**src/design/nested_length_prefixed_parser_unit_assert.svh**
```systemverilog
// Assertion macros used by the parser step module nlpp_parse.
// Depends on clk_i and rst_ni being visible in the including module.
`ifndef NESTED_LENGTH_PREFIXED_PARSER_UNIT_ASSERT_SVH
`define NESTED_LENGTH_PREFIXED_PARSER_UNIT_ASSERT_SVH

// Same-cycle implication, checked outside reset.
`define NLPP_ASSERT_NOW(lbl, ante, cons, msg) \
  lbl: assert property (@(posedge clk_i) disable iff (!rst_ni) (ante) |-> (cons)) \
    else $error(msg);

// Next-cycle implication, checked outside reset.
`define NLPP_ASSERT_NEXT(lbl, ante, cons, msg) \
  lbl: assert property (@(posedge clk_i) disable iff (!rst_ni) (ante) |=> (cons)) \
    else $error(msg);

`endif

```
**src/design/nlpp_pkg.sv**
```systemverilog
// Shared types and constants of the nested length-prefixed parser.
// No dependencies; used by nlpp_parse, nlpp_res_fifo and the top level.
package nlpp_pkg;

  typedef enum logic [1:0] {
    KindBlockOpen = 2'd0,
    KindPayload   = 2'd1,
    KindEmptyItem = 2'd2,
    KindStatus    = 2'd3
  } kind_e;

  typedef enum logic [1:0] {
    StatusOk        = 2'd0,
    StatusMissing   = 2'd1,
    StatusTruncated = 2'd2,
    StatusOverflow  = 2'd3
  } status_e;

  localparam logic [7:0] CharZero  = 8'h30;
  localparam logic [7:0] CharNine  = 8'h39;
  localparam logic [7:0] CharSpace = 8'h20;
  localparam int unsigned Radix    = 10;

  typedef struct packed {
    kind_e       kind;
    logic [7:0]  payload_byte;
    logic [15:0] block_index;
    logic [15:0] item_index;
    logic [15:0] item_count;
    logic        first_of_item;
    logic        last_of_item;
    status_e     status;
    logic        last_result;
  } res_t;

  // Up to two results produced by one input item.
  typedef struct packed {
    logic [1:0] cnt;
    res_t       r0;
    res_t       r1;
  } push_t;

endpackage

```
**src/design/nlpp_parse.sv**
```systemverilog
// Parser state and single-pass step logic: one buffered item in, up to two results out.
// Depends on nlpp_pkg and the assertion macro header.
`include "nested_length_prefixed_parser_unit_assert.svh"

module nlpp_parse #(
  parameter int unsigned COUNT_WIDTH = 16
) (
  input  logic               clk_i,
  input  logic               rst_ni,
  input  logic               adv_i,
  input  logic               byte_valid_i,
  input  logic [7:0]         data_byte_i,
  input  logic               eos_i,
  output nlpp_pkg::push_t    push_o
);

  localparam int unsigned AccW = COUNT_WIDTH + 4;

  typedef enum logic [2:0] {
    PhBlocks  = 3'd0,
    PhItems   = 3'd1,
    PhLen     = 3'd2,
    PhPayload = 3'd3,
    PhDone    = 3'd4
  } phase_e;

  phase_e                  phase_q, phase_d;
  logic [COUNT_WIDTH-1:0]  acc_q, acc_d;
  logic                    in_digits_q, in_digits_d;
  logic [COUNT_WIDTH-1:0]  blk_rem_q, blk_rem_d;
  logic [COUNT_WIDTH-1:0]  item_rem_q, item_rem_d;
  logic [COUNT_WIDTH-1:0]  pay_rem_q, pay_rem_d;
  logic [COUNT_WIDTH-1:0]  cur_blk_q, cur_blk_d;
  logic [COUNT_WIDTH-1:0]  cur_item_q, cur_item_d;
  logic                    saw_q, saw_d;
  nlpp_pkg::status_e       sticky_q, sticky_d;
  logic                    started_q, started_d;

  nlpp_pkg::res_t          res [2];
  logic [1:0]              n_res;

  always_comb begin
    logic [AccW-1:0]         nv;
    logic [COUNT_WIDTH-1:0]  v;
    logic                    complete;
    logic                    has_term;
    logic                    do_pay;
    logic                    fin_item;
    logic                    fin_blk;
    logic                    is_last;
    nlpp_pkg::res_t          r;

    phase_d     = phase_q;
    acc_d       = acc_q;
    in_digits_d = in_digits_q;
    blk_rem_d   = blk_rem_q;
    item_rem_d  = item_rem_q;
    pay_rem_d   = pay_rem_q;
    cur_blk_d   = cur_blk_q;
    cur_item_d  = cur_item_q;
    saw_d       = saw_q;
    sticky_d    = sticky_q;
    started_d   = started_q;
    res[0]      = '0;
    res[1]      = '0;
    n_res       = 2'd0;
    complete    = 1'b0;
    has_term    = 1'b0;
    do_pay      = 1'b0;
    fin_item    = 1'b0;
    fin_blk     = 1'b0;
    is_last     = 1'b0;
    r           = '0;
    v           = '0;
    nv          = '0;

    // Byte step: digit accumulate, number end, or payload byte.
    if (byte_valid_i) begin
      saw_d = 1'b1;
      if (phase_q == PhPayload) begin
        do_pay = 1'b1;
      end else if (phase_q != PhDone) begin
        if (data_byte_i inside {[nlpp_pkg::CharZero:nlpp_pkg::CharNine]}) begin
          nv = AccW'(acc_q) * AccW'(nlpp_pkg::Radix)
             + AccW'(4'(data_byte_i - nlpp_pkg::CharZero));
          if (nv[AccW-1:COUNT_WIDTH] != 4'd0) begin
            acc_d = '1;
            if (sticky_q == nlpp_pkg::StatusOk) begin
              sticky_d = nlpp_pkg::StatusOverflow;
            end
          end else begin
            acc_d = nv[COUNT_WIDTH-1:0];
          end
          in_digits_d = 1'b1;
        end else if (in_digits_q) begin
          complete = 1'b1;
          has_term = (data_byte_i != nlpp_pkg::CharSpace);
        end
      end
    end

    // A number still open at end of stream completes first; a number already
    // closed by this byte keeps its terminator.
    if (eos_i && !complete && in_digits_d &&
        (phase_d == PhBlocks || phase_d == PhItems || phase_d == PhLen)) begin
      complete = 1'b1;
      has_term = 1'b0;
    end

    if (complete) begin
      v           = acc_d;
      acc_d       = '0;
      in_digits_d = 1'b0;
      case (phase_d)
        PhBlocks: begin
          blk_rem_d = v;
          cur_blk_d = '0;
          phase_d   = (v == '0) ? PhDone : PhItems;
        end
        PhItems: begin
          r             = '0;
          r.kind        = nlpp_pkg::KindBlockOpen;
          r.block_index = 16'(cur_blk_d);
          r.item_count  = 16'(v);
          res[n_res[0]] = r;
          n_res         = n_res + 2'd1;
          item_rem_d    = v;
          cur_item_d    = '0;
          if (v == '0) begin
            fin_blk = 1'b1;
          end else begin
            phase_d = PhLen;
          end
        end
        PhLen: begin
          if (v == '0) begin
            r             = '0;
            r.kind        = nlpp_pkg::KindEmptyItem;
            r.block_index = 16'(cur_blk_d);
            r.item_index  = 16'(cur_item_d);
            res[n_res[0]] = r;
            n_res         = n_res + 2'd1;
            fin_item      = 1'b1;
          end else begin
            pay_rem_d = v;
            started_d = 1'b0;
            phase_d   = PhPayload;
            do_pay    = has_term;
          end
        end
        default: begin
        end
      endcase
    end

    if (do_pay) begin
      r               = '0;
      r.kind          = nlpp_pkg::KindPayload;
      r.payload_byte  = data_byte_i;
      r.block_index   = 16'(cur_blk_d);
      r.item_index    = 16'(cur_item_d);
      r.first_of_item = !started_d;
      started_d       = 1'b1;
      pay_rem_d       = pay_rem_d - COUNT_WIDTH'(1);
      is_last         = (pay_rem_d == '0);
      r.last_of_item  = is_last;
      res[n_res[0]]   = r;
      n_res           = n_res + 2'd1;
      fin_item        = is_last;
    end

    // Advance item and block counters.
    if (fin_item) begin
      cur_item_d = cur_item_d + COUNT_WIDTH'(1);
      item_rem_d = item_rem_d - COUNT_WIDTH'(1);
      if (item_rem_d == '0) begin
        fin_blk = 1'b1;
      end else begin
        phase_d = PhLen;
      end
    end
    if (fin_blk) begin
      cur_blk_d = cur_blk_d + COUNT_WIDTH'(1);
      blk_rem_d = blk_rem_d - COUNT_WIDTH'(1);
      phase_d   = (blk_rem_d == '0) ? PhDone : PhItems;
    end

    // End of stream: report status and return to the reset state.
    if (eos_i) begin
      r      = '0;
      r.kind = nlpp_pkg::KindStatus;
      if (sticky_d != nlpp_pkg::StatusOk) begin
        r.status = sticky_d;
      end else if (!saw_d || phase_d == PhDone) begin
        r.status = nlpp_pkg::StatusOk;
      end else if (phase_d == PhPayload) begin
        r.status = nlpp_pkg::StatusTruncated;
      end else begin
        r.status = nlpp_pkg::StatusMissing;
      end
      res[n_res[0]] = r;
      n_res         = n_res + 2'd1;
      phase_d       = PhBlocks;
      acc_d         = '0;
      in_digits_d   = 1'b0;
      blk_rem_d     = '0;
      item_rem_d    = '0;
      pay_rem_d     = '0;
      cur_blk_d     = '0;
      cur_item_d    = '0;
      saw_d         = 1'b0;
      sticky_d      = nlpp_pkg::StatusOk;
      started_d     = 1'b0;
    end

    // Tag the last result of this item.
    if (n_res == 2'd2) begin
      res[1].last_result = 1'b1;
    end else if (n_res == 2'd1) begin
      res[0].last_result = 1'b1;
    end
  end

  assign push_o.cnt = n_res;
  assign push_o.r0  = res[0];
  assign push_o.r1  = res[1];

  always_ff @(posedge clk_i or negedge rst_ni) begin
    if (!rst_ni) begin
      phase_q     <= PhBlocks;
      acc_q       <= '0;
      in_digits_q <= 1'b0;
      blk_rem_q   <= '0;
      item_rem_q  <= '0;
      pay_rem_q   <= '0;
      cur_blk_q   <= '0;
      cur_item_q  <= '0;
      saw_q       <= 1'b0;
      sticky_q    <= nlpp_pkg::StatusOk;
      started_q   <= 1'b0;
    end else if (adv_i) begin
      phase_q     <= phase_d;
      acc_q       <= acc_d;
      in_digits_q <= in_digits_d;
      blk_rem_q   <= blk_rem_d;
      item_rem_q  <= item_rem_d;
      pay_rem_q   <= pay_rem_d;
      cur_blk_q   <= cur_blk_d;
      cur_item_q  <= cur_item_d;
      saw_q       <= saw_d;
      sticky_q    <= sticky_d;
      started_q   <= started_d;
    end
  end

  `NLPP_ASSERT_NOW(a_eos_has_result, eos_i, n_res != 2'd0, "end of stream without status")
  `NLPP_ASSERT_NOW(a_two_only_at_eos, n_res == 2'd2, eos_i, "two results without end")
  `NLPP_ASSERT_NOW(a_payload_left, phase_q == PhPayload, pay_rem_q != '0, "no payload left")
  `NLPP_ASSERT_NOW(a_digits_phase, in_digits_q, phase_q <= PhLen, "open number in wrong phase")
  `NLPP_ASSERT_NEXT(a_eos_resets, adv_i && eos_i, phase_q == PhBlocks && !saw_q, "no clear at end")

endmodule

```
**src/design/nlpp_res_fifo.sv**
```systemverilog
// Four-entry result queue: takes up to two results a cycle, hands out one.
// Depends on nlpp_pkg.
module nlpp_res_fifo (
  input  logic              clk_i,
  input  logic              rst_ni,
  input  logic              push_en_i,
  input  nlpp_pkg::push_t   push_i,
  input  logic              pop_i,
  output logic              room_o,
  output logic              valid_o,
  output nlpp_pkg::res_t    head_o
);

  localparam int unsigned Depth = 4;
  localparam int unsigned PtrW  = $clog2(Depth);
  localparam int unsigned CntW  = PtrW + 1;

  nlpp_pkg::res_t    mem [Depth];
  logic [PtrW-1:0]   wr_q, wr_d, rd_q, rd_d;
  logic [CntW-1:0]   cnt_q, cnt_d;
  logic [1:0]        n_push;
  logic              do_pop;

  assign n_push = push_en_i ? push_i.cnt : 2'd0;
  assign do_pop = pop_i && valid_o;
  assign wr_d   = wr_q + PtrW'(n_push);
  assign rd_d   = rd_q + PtrW'(do_pop);
  assign cnt_d  = cnt_q + CntW'(n_push) - CntW'(do_pop);

  // Room for a worst-case item of two results.
  assign room_o  = (cnt_q <= CntW'(Depth - 2));
  assign valid_o = (cnt_q != '0);
  assign head_o  = mem[rd_q];

  always_ff @(posedge clk_i) begin
    if (n_push != 2'd0) begin
      mem[wr_q] <= push_i.r0;
    end
    if (n_push == 2'd2) begin
      mem[wr_q + PtrW'(1)] <= push_i.r1;
    end
  end

  always_ff @(posedge clk_i or negedge rst_ni) begin
    if (!rst_ni) begin
      wr_q  <= '0;
      rd_q  <= '0;
      cnt_q <= '0;
    end else begin
      wr_q  <= wr_d;
      rd_q  <= rd_d;
      cnt_q <= cnt_d;
    end
  end

endmodule

```
**src/design/nested_length_prefixed_parser_unit.sv**
```systemverilog
// Top level of the nested length-prefixed record parser.
// Depends on nlpp_pkg, nlpp_parse and nlpp_res_fifo.
//
//  channel  | direction | carries
//  ---------+-----------+-----------------------------------------------------
//  s_axis   | in        | one stream byte and/or end-of-stream mark per request
//  m_axis   | out       | parse events: block open, payload, empty item, status
//
// Cycles: one request is accepted per cycle while s_axis_tready is high.
// Each request waits in the input register until the queue has room; there
// the parse step updates state and pushes its results into a four-entry
// result queue, whose registered head shows on m_axis. Most requests yield
// zero or one result; an end-of-stream request whose byte or open number also
// yields an event gives two, which the output side hands out one at a time.
// Reset: rst_ni clears parser state, the input register's valid flag and the queue.
// Stalls: hold s_axis_tready low while the input register is full and the
// queue has fewer than two free entries.
module nested_length_prefixed_parser_unit #(
  parameter int unsigned COUNT_WIDTH = 16
) (
  input  logic        clk_i,
  input  logic        rst_ni,
  input  logic        s_axis_tvalid,
  output logic        s_axis_tready,
  input  logic [7:0]  s_axis_tdata,   // [7:0] data_byte
  input  logic [0:0]  s_axis_tuser,   // [0] byte_valid
  input  logic        s_axis_tlast,   // end_of_stream
  output logic        m_axis_tvalid,
  input  logic        m_axis_tready,
  output logic [63:0] m_axis_tdata,   // [7:0] payload_byte, [23:8] block_index,
                                      // [39:24] item_index, [55:40] item_count,
                                      // [56] first_of_item, [57] last_of_item,
                                      // [59:58] status, [63:60] zero
  output logic [1:0]  m_axis_tuser,   // [1:0] kind
  output logic        m_axis_tlast    // last_result
);

  logic             in_valid_q, in_valid_d;
  logic             in_bv_q;
  logic [7:0]       in_byte_q;
  logic             in_eos_q;
  logic             room;
  logic             adv;
  logic             s_take;
  nlpp_pkg::push_t  push;
  nlpp_pkg::res_t   head;

  // Advance the buffered request once the queue can absorb its results.
  assign adv           = in_valid_q && room;
  assign s_axis_tready = !in_valid_q || room;
  assign s_take        = s_axis_tvalid && s_axis_tready;
  assign in_valid_d    = s_take || (in_valid_q && !adv);

  always_ff @(posedge clk_i or negedge rst_ni) begin
    if (!rst_ni) begin
      in_valid_q <= 1'b0;
    end else begin
      in_valid_q <= in_valid_d;
    end
  end

  // Payload of the input register needs no reset.
  always_ff @(posedge clk_i) begin
    if (s_take) begin
      in_bv_q   <= s_axis_tuser[0];
      in_byte_q <= s_axis_tdata;
      in_eos_q  <= s_axis_tlast;
    end
  end

  nlpp_parse #(
    .COUNT_WIDTH (COUNT_WIDTH)
  ) u_parse (
    .clk_i        (clk_i),
    .rst_ni       (rst_ni),
    .adv_i        (adv),
    .byte_valid_i (in_bv_q),
    .data_byte_i  (in_byte_q),
    .eos_i        (in_eos_q),
    .push_o       (push)
  );

  nlpp_res_fifo u_res_fifo (
    .clk_i     (clk_i),
    .rst_ni    (rst_ni),
    .push_en_i (adv),
    .push_i    (push),
    .pop_i     (m_axis_tready),
    .room_o    (room),
    .valid_o   (m_axis_tvalid),
    .head_o    (head)
  );

  assign m_axis_tdata = {4'b0000, head.status, head.last_of_item, head.first_of_item,
                         head.item_count, head.item_index, head.block_index,
                         head.payload_byte};
  assign m_axis_tuser = head.kind;
  assign m_axis_tlast = head.last_result;

endmodule
```
**config.mk**
```make
export PLATFORM = sky130hd
export DESIGN_NAME = nested_length_prefixed_parser_unit
export DESIGN_NICKNAME = d
export VERILOG_FILES = /design/src/design/nlpp_pkg.sv /design/src/design/nlpp_parse.sv /design/src/design/nlpp_res_fifo.sv /design/src/design/nested_length_prefixed_parser_unit.sv
export VERILOG_INCLUDE_DIRS = /design/src /design/src/design
export SDC_FILE = /design/constraint.sdc
export NUM_CORES = 1
export LEC_CHECK = 0
export ABC_CLOCK_PERIOD_IN_PS = 19000
export CAP_MARGIN = 5
export CORE_MARGIN = 3
export CORE_UTILIZATION = 55
export DETAILED_ROUTE_END_ITERATION = 8
export DONT_BUFFER_PORTS = 1
export HOLD_SLACK_MARGIN = 0.08
export PLACE_DENSITY = 0.7
export RECOVER_POWER = 100
export REMOVE_ABC_BUFFERS = 1
export SLEW_MARGIN = 0
export SYNTH_ARGS = -nofsm -noshare
export SYNTH_HDL_FRONTEND = slang
export SYNTH_SLANG_ARGS = --single-unit
```
**constraint.sdc**
```tcl
create_clock -name clk_i -period 19 [get_ports clk_i]
set_input_delay 0 -clock clk_i [delete_from_list [all_inputs] [get_ports clk_i]]
set_output_delay 0 -clock clk_i [all_outputs]
set_load 0.02 [all_outputs]
```
# Word-level counts from Yosys, hierarchy flattened
# Memories as Yosys holds them, arrays and structs flattened.
# Index checks and enable logic that the tools add are counted.
[word_totals]
reg_bits = 122
ramBits = 252
output_inout_bits = 69
word_cells = 194
memories = 1
[classes]
addsub = 14
n_mul = 1
n_lt_le_gt_ge = 7
eq_ne = 10
n_mux = 111
bitwise = 2
reduce_logical = 30
[mem_list]
columns = ["memory", "depth", "width", "rd", "rd_clocked_by_memory_dff", "write_ports", "line_no", "rtl"]
rows = [
  ["u_res_fifo.mem", 4, 63, 1, 0, 2, "nlpp_res_fifo.sv:18", "nlpp_pkg::res_t mem [Depth];"],
]
[ops]
columns = ["operator", "count"]
rows = [
  ["$mux 16", 28],
  ["$bwmux 126", 2],
  ["$mux 126", 2],
  ["$mux 63", 4],
  ["$demux 63 s1", 2],
  ["$pmux 63 s2", 1],
  ["$logic_not 16->1", 4],
  ["$sub 16x1->16 const B", 3],
  ["$mux 1", 46],
  ["$add 16x1->16 const B", 2],
  ["$mux 2", 15],
  ["$mux 3", 9],
  ["$add 20x4->20", 1],
  ["$mul 16x3->19 const B", 1],
  ["$logic_and 1x1->1", 10],
  ["$eq 3x2->1 const B", 3],
  ["$pmux 3 s3", 1],
  ["$ge 8x6->1 const B", 1],
  ["$le 8x6->1 const B", 1],
  ["$ne 8x6->1 const B", 1],
  ["$add 2x1->2 const B", 3],
  ["$logic_not 1->1", 5],
  ["$logic_or 1x1->1", 5],
  ["$eq 2x2->1 const B", 2],
  ["other kinds (19)", 23],
]

# Logic depth before layout (Yosys ltp)
[depth]
ltp_word = 26
depth_mapped = 32
ltp_nobuf = 27

# By module
# From an unflattened synthesis, not the netlist that was laid out.
[hier_totals]
cells_unflattened = 2175
hier_area_um2 = 24815.0
[modules_own_cells]
columns = ["mod", "n_inst", "cells_each", "area_each_um2", "seq_area_each_um2"]
rows = [
  ["nlpp_res_fifo", 1, 655, 12832.3, 7742.4],
  ["nlpp_parse", 1, 1500, 11588.6, 2602.5],
  ["nested_length_prefixed_parser_unit", 1, 20, 394.1, 325.3],
]

# Worst setup path before layout
# Ideal clock, no wire load.
[synth_path]
path_type = "reg-to-reg"
startpoint = "register u_parse.acc_q[3]"
endpoint = "memory u_res_fifo.mem[0][0] in the netlist's numbering (enable)"
setup_ps = 578
t_arrival_ps = 10094
required_ps = 18422
slack_ps = 8328
stages_incl_launch_ff = 25
n_path_buf = 3
period_less_slack_ps = 10672
path_cell_list = "dfrtp_1 ha_1 ha_1 inv_1 fa_1 nor4b_2 nor4b_2 nand3_2 or4_4 xor2_1 o2111ai_1 a22oi_1 o211a_1 buf_6 nand2_1 a22oi_1 or2_2 inv_1 clkbuf_1 ha_1 o21ai_0 nand2b_1 clkbuf_1 a21boi_0 o31ai_1"
[synth_rtl]
columns = ["element", "line_no", "rtl"]
rows = [
  ["from (decl)", "nlpp_parse.sv:28", "logic [COUNT_WIDTH-1:0] acc_q, acc_d;"],
  ["from (signal assigned)", "nlpp_parse.sv:231", "acc_q <= '0;"],
  ["from (signal assigned)", "nlpp_parse.sv:243", "acc_q <= acc_d;"],
  ["to (decl)", "nlpp_res_fifo.sv:18", ""],
]

==> results.cfg <==
[outcome]
outcome = complete, but fails checks
failed_checks = capacitance limit, slew limit

[timing]
period_needed_ns = 11.68
fin_ws_ns = 7.318
final_hold_viol_count = 0
tightestPinTransition_ns = 6.508
fmax_ghz = 0.08561
grt_setup_unrepaired = no
fin_worst_skew_ns = 0.01943
setup-tns-final_ns = 0
max-slew-margin-rel = -3.339
period_share = 0.6148
setup_violations = 0
slew_violations = 472

[worst_setup_path]
critPathCaptureType = flip-flop
path_cells = ha_1, ha_1, inv_1, fa_1, nor4b_1, nor4b_1, nand3_2, or4_1, o2111ai_1, a22oi_1, o211a_1, nand2_1, a22oi_1, or2_0, inv_1, ha_1, o21ai_0, nand2b_1, a21boi_0, o21bai_1, nor2_1, clkbuf_1
cpMaxStageDelayCell = nor2_1
r2r_cells = 22
critPathTopFamily = simple AND/OR/NAND/NOR gates
cp.buffers_inverters = 3
worst_path_largest_cell_delay_ns = 1.94
critical_path_class = flip-flop to flip-flop
r2r-start = u_parse.acc_q[3]
rrSetupSlack_ns = 7.32
cpMostUsedCell = ha_1
timing.rr.end = u_res_fifo.mem[1][28]
arrival_ns = 11.80
critPathMaxFanout = 37
critPathRequiredTime_ns = 19.12
cp_num_cells = 22
start_kind = flip-flop

[synthesis]
yosys_warnings = 0
yosysSeqAreaShare = 0.5034
synth_edf_count = 262
synth_top_area_share = 0.3711
synthArstFlopShare = 0.2995
synth_area_per_cell_sq_um = 10.77
synth-main-ff-cell = edfxtp_1
synth_top_area_cell = edfxtp_1
synth_cell_type_count = 94
postSynthCellCount = 1968
synthTopCellsByArea = edfxtp_1, dfrtp_1, mux4_2
synth_area_sq_um = 21200
synth-seq-cells = 374

[global_route]
grt_pass1_vias = 15770
grtUsageTotal = 0.2835
overflow = 0
antenna_found_initial = 2
grt_start_max_net_pins = 113
grt_pass1_wl_um = 91080

[placed_design]
dp_hpwl_um = 38620
dp_worst_setup_slack_ns = 10.67
place_congestion = 0.9393
dp_cells = 2397
io_buffer_count = 0

[clock_network]
clockBufferDepth = 3
root_buffer = clkbuf_16
cts_tree = done
cts_buffers = 41
post_cts_buffers = 0
cts.clk_slew.worst_paths_ns = 0.06
cts.sinks = 374
clock_latency_ns = 0.56
cts_max_level = 2

[cells_and_area]
nets = 2015
diodes = 0
final_core_util = 0.6090
final_common_cell = edfxtp_1
fillerInstances = 3137
layout_common_cells = edfxtp_1, nor2_1, nand2_1, o21ai_0, dfrtp_1
areaGrowthSynthToFinish_pct = 8.724
drive_above_1_share = 0.08788
fin_cells = 2491

[drt]
via_per_inst = 6.404
first_pass_iters = 8
ant_nets = 0
drt_iter0_markers = 1541
drt_wl_total_um = 58080
wl_per_cell_um = 23.32
vias = 15950
drc_errors = 0

[floorplanning]
die_height_um = 202.3
start_util = 0.5601
die-area_sq_um = 40930
rows = 71
die_x_um = 202.3
coreArea_sq_um = 37840
io-pin-count = 83

[min_path]
hp-class = input port to flip-flop
min_path_cells = 1
min_to = in_byte_q[3]
hp-start = s_axis_tdata[3]

[job]
maxCapViolCount = 10

[power]
powerDensity_nw_per_um2 = 123.6
totalPowerFinal_uw = 2850
vdd_ir_drop_max_v = 0.00007719
cellLeakagePower_uw = 0.008641
==> metrics by stage <==
step | cell area (sq um) | hold WS [ns]
floorplan | 20700 | -0.2956
global placement | 21710 | -0.2873
detailed placement | 21710 | -0.2821
CTS | 23280 | 0.08396
global route | 23050 | 0.09519
finish | 23050 | 0.1262
==> layout make-up <==
type	instances	area, sq um	share of cell area
Multi-Input combinational cell	1441	9851	0.4274
Inverter	33	123.9	0.005375
Sequential cell	374	10680	0.4632
Timing Repair Buffer	57	394.1	0.01710
Tap cell	511	639.4	0.02774
Clock inverter	19	209.0	0.009066
Clock buffer	56	1155	0.05011
==> state kept, by name, summed over array words and instances (netlist names), 8 cells and up <==
signal	cells
in_byte_q	8
u_parse.cur_item_q	16
u_parse.cur_blk_q	16
u_parse.blk_rem_q	16
u_parse.acc_q	16
u_parse.item_rem_q	16
u_parse.pay_rem_q	16
u_res_fifo.mem	252
==> worst max path at each step <==
| stage | from | to |
|---|---|---|
| finish | u_parse.acc_q[3] | u_res_fifo.mem[1][28] |
| detailed placement | u_parse.acc_q[3] | u_res_fifo.mem[1][24] |
| CTS | u_parse.acc_q[3] | u_res_fifo.mem[1][28] |
| global placement | u_parse.acc_q[3] | u_res_fifo.mem[1][28] |
| global route | u_parse.acc_q[3] | u_res_fifo.mem[1][12] |
| floorplan | u_parse.acc_q[3] | u_res_fifo.mem[0][0] |
==> where the power goes <==
part	internal [uW]	total [uW]	switching (uW)
clock	482	807	325
combinational	313	980	666
sequential	999	1060	63.8
==> routing by layer <==
layer / routed length [um] / vias to the layer above / GRT usage
met3: 3555 / 127 / 0.04574
met2: 28090 / 586 / 0.4737
met1: 24550 / 7984 / 0.3830
met5: 29 / - / 0
li1: - / 7252 / -
met4: 1858 / 4 / 0.09131
==> synthesized netlist by cell type, drive strengths merged, types with 16 or more instances <==
library cell,instances
inv,31
edfxtp,262
dfrtp,112
xor2,24
ha,50
mux4,67
nand3,45
and2,163
a21o,17
nor3,58
o31ai,16
clkbuf,105
a31oi,26
o21ai,123
nand2,182
nand2b,22
and3,33
xnor2,42
buf,18
or3,19
o211ai,18
a21oi,76
nor2,215
==> cells by family (layout without fill, tap and decap cells) <==
logic type	count (synthesis)	count (layout)	synth area share
buf+inv	156	165	0.02975
flops	374	374	0.5034
simple gates	821	821	0.1965
mux	78	78	0.07644
other cells	1	4	0.0001769
compound gates	419	419	0.1342
xor+xnor	66	66	0.02727
fa+ha+maj	53	53	0.03235
==> what timing repair did <==
item	4_1_cts	5_1_grt
hold endpoints to repair	137	0
gates resized for setup	0	0
hold buffers	19	0
Note: power is estimated with default switching activity, not from simulation.
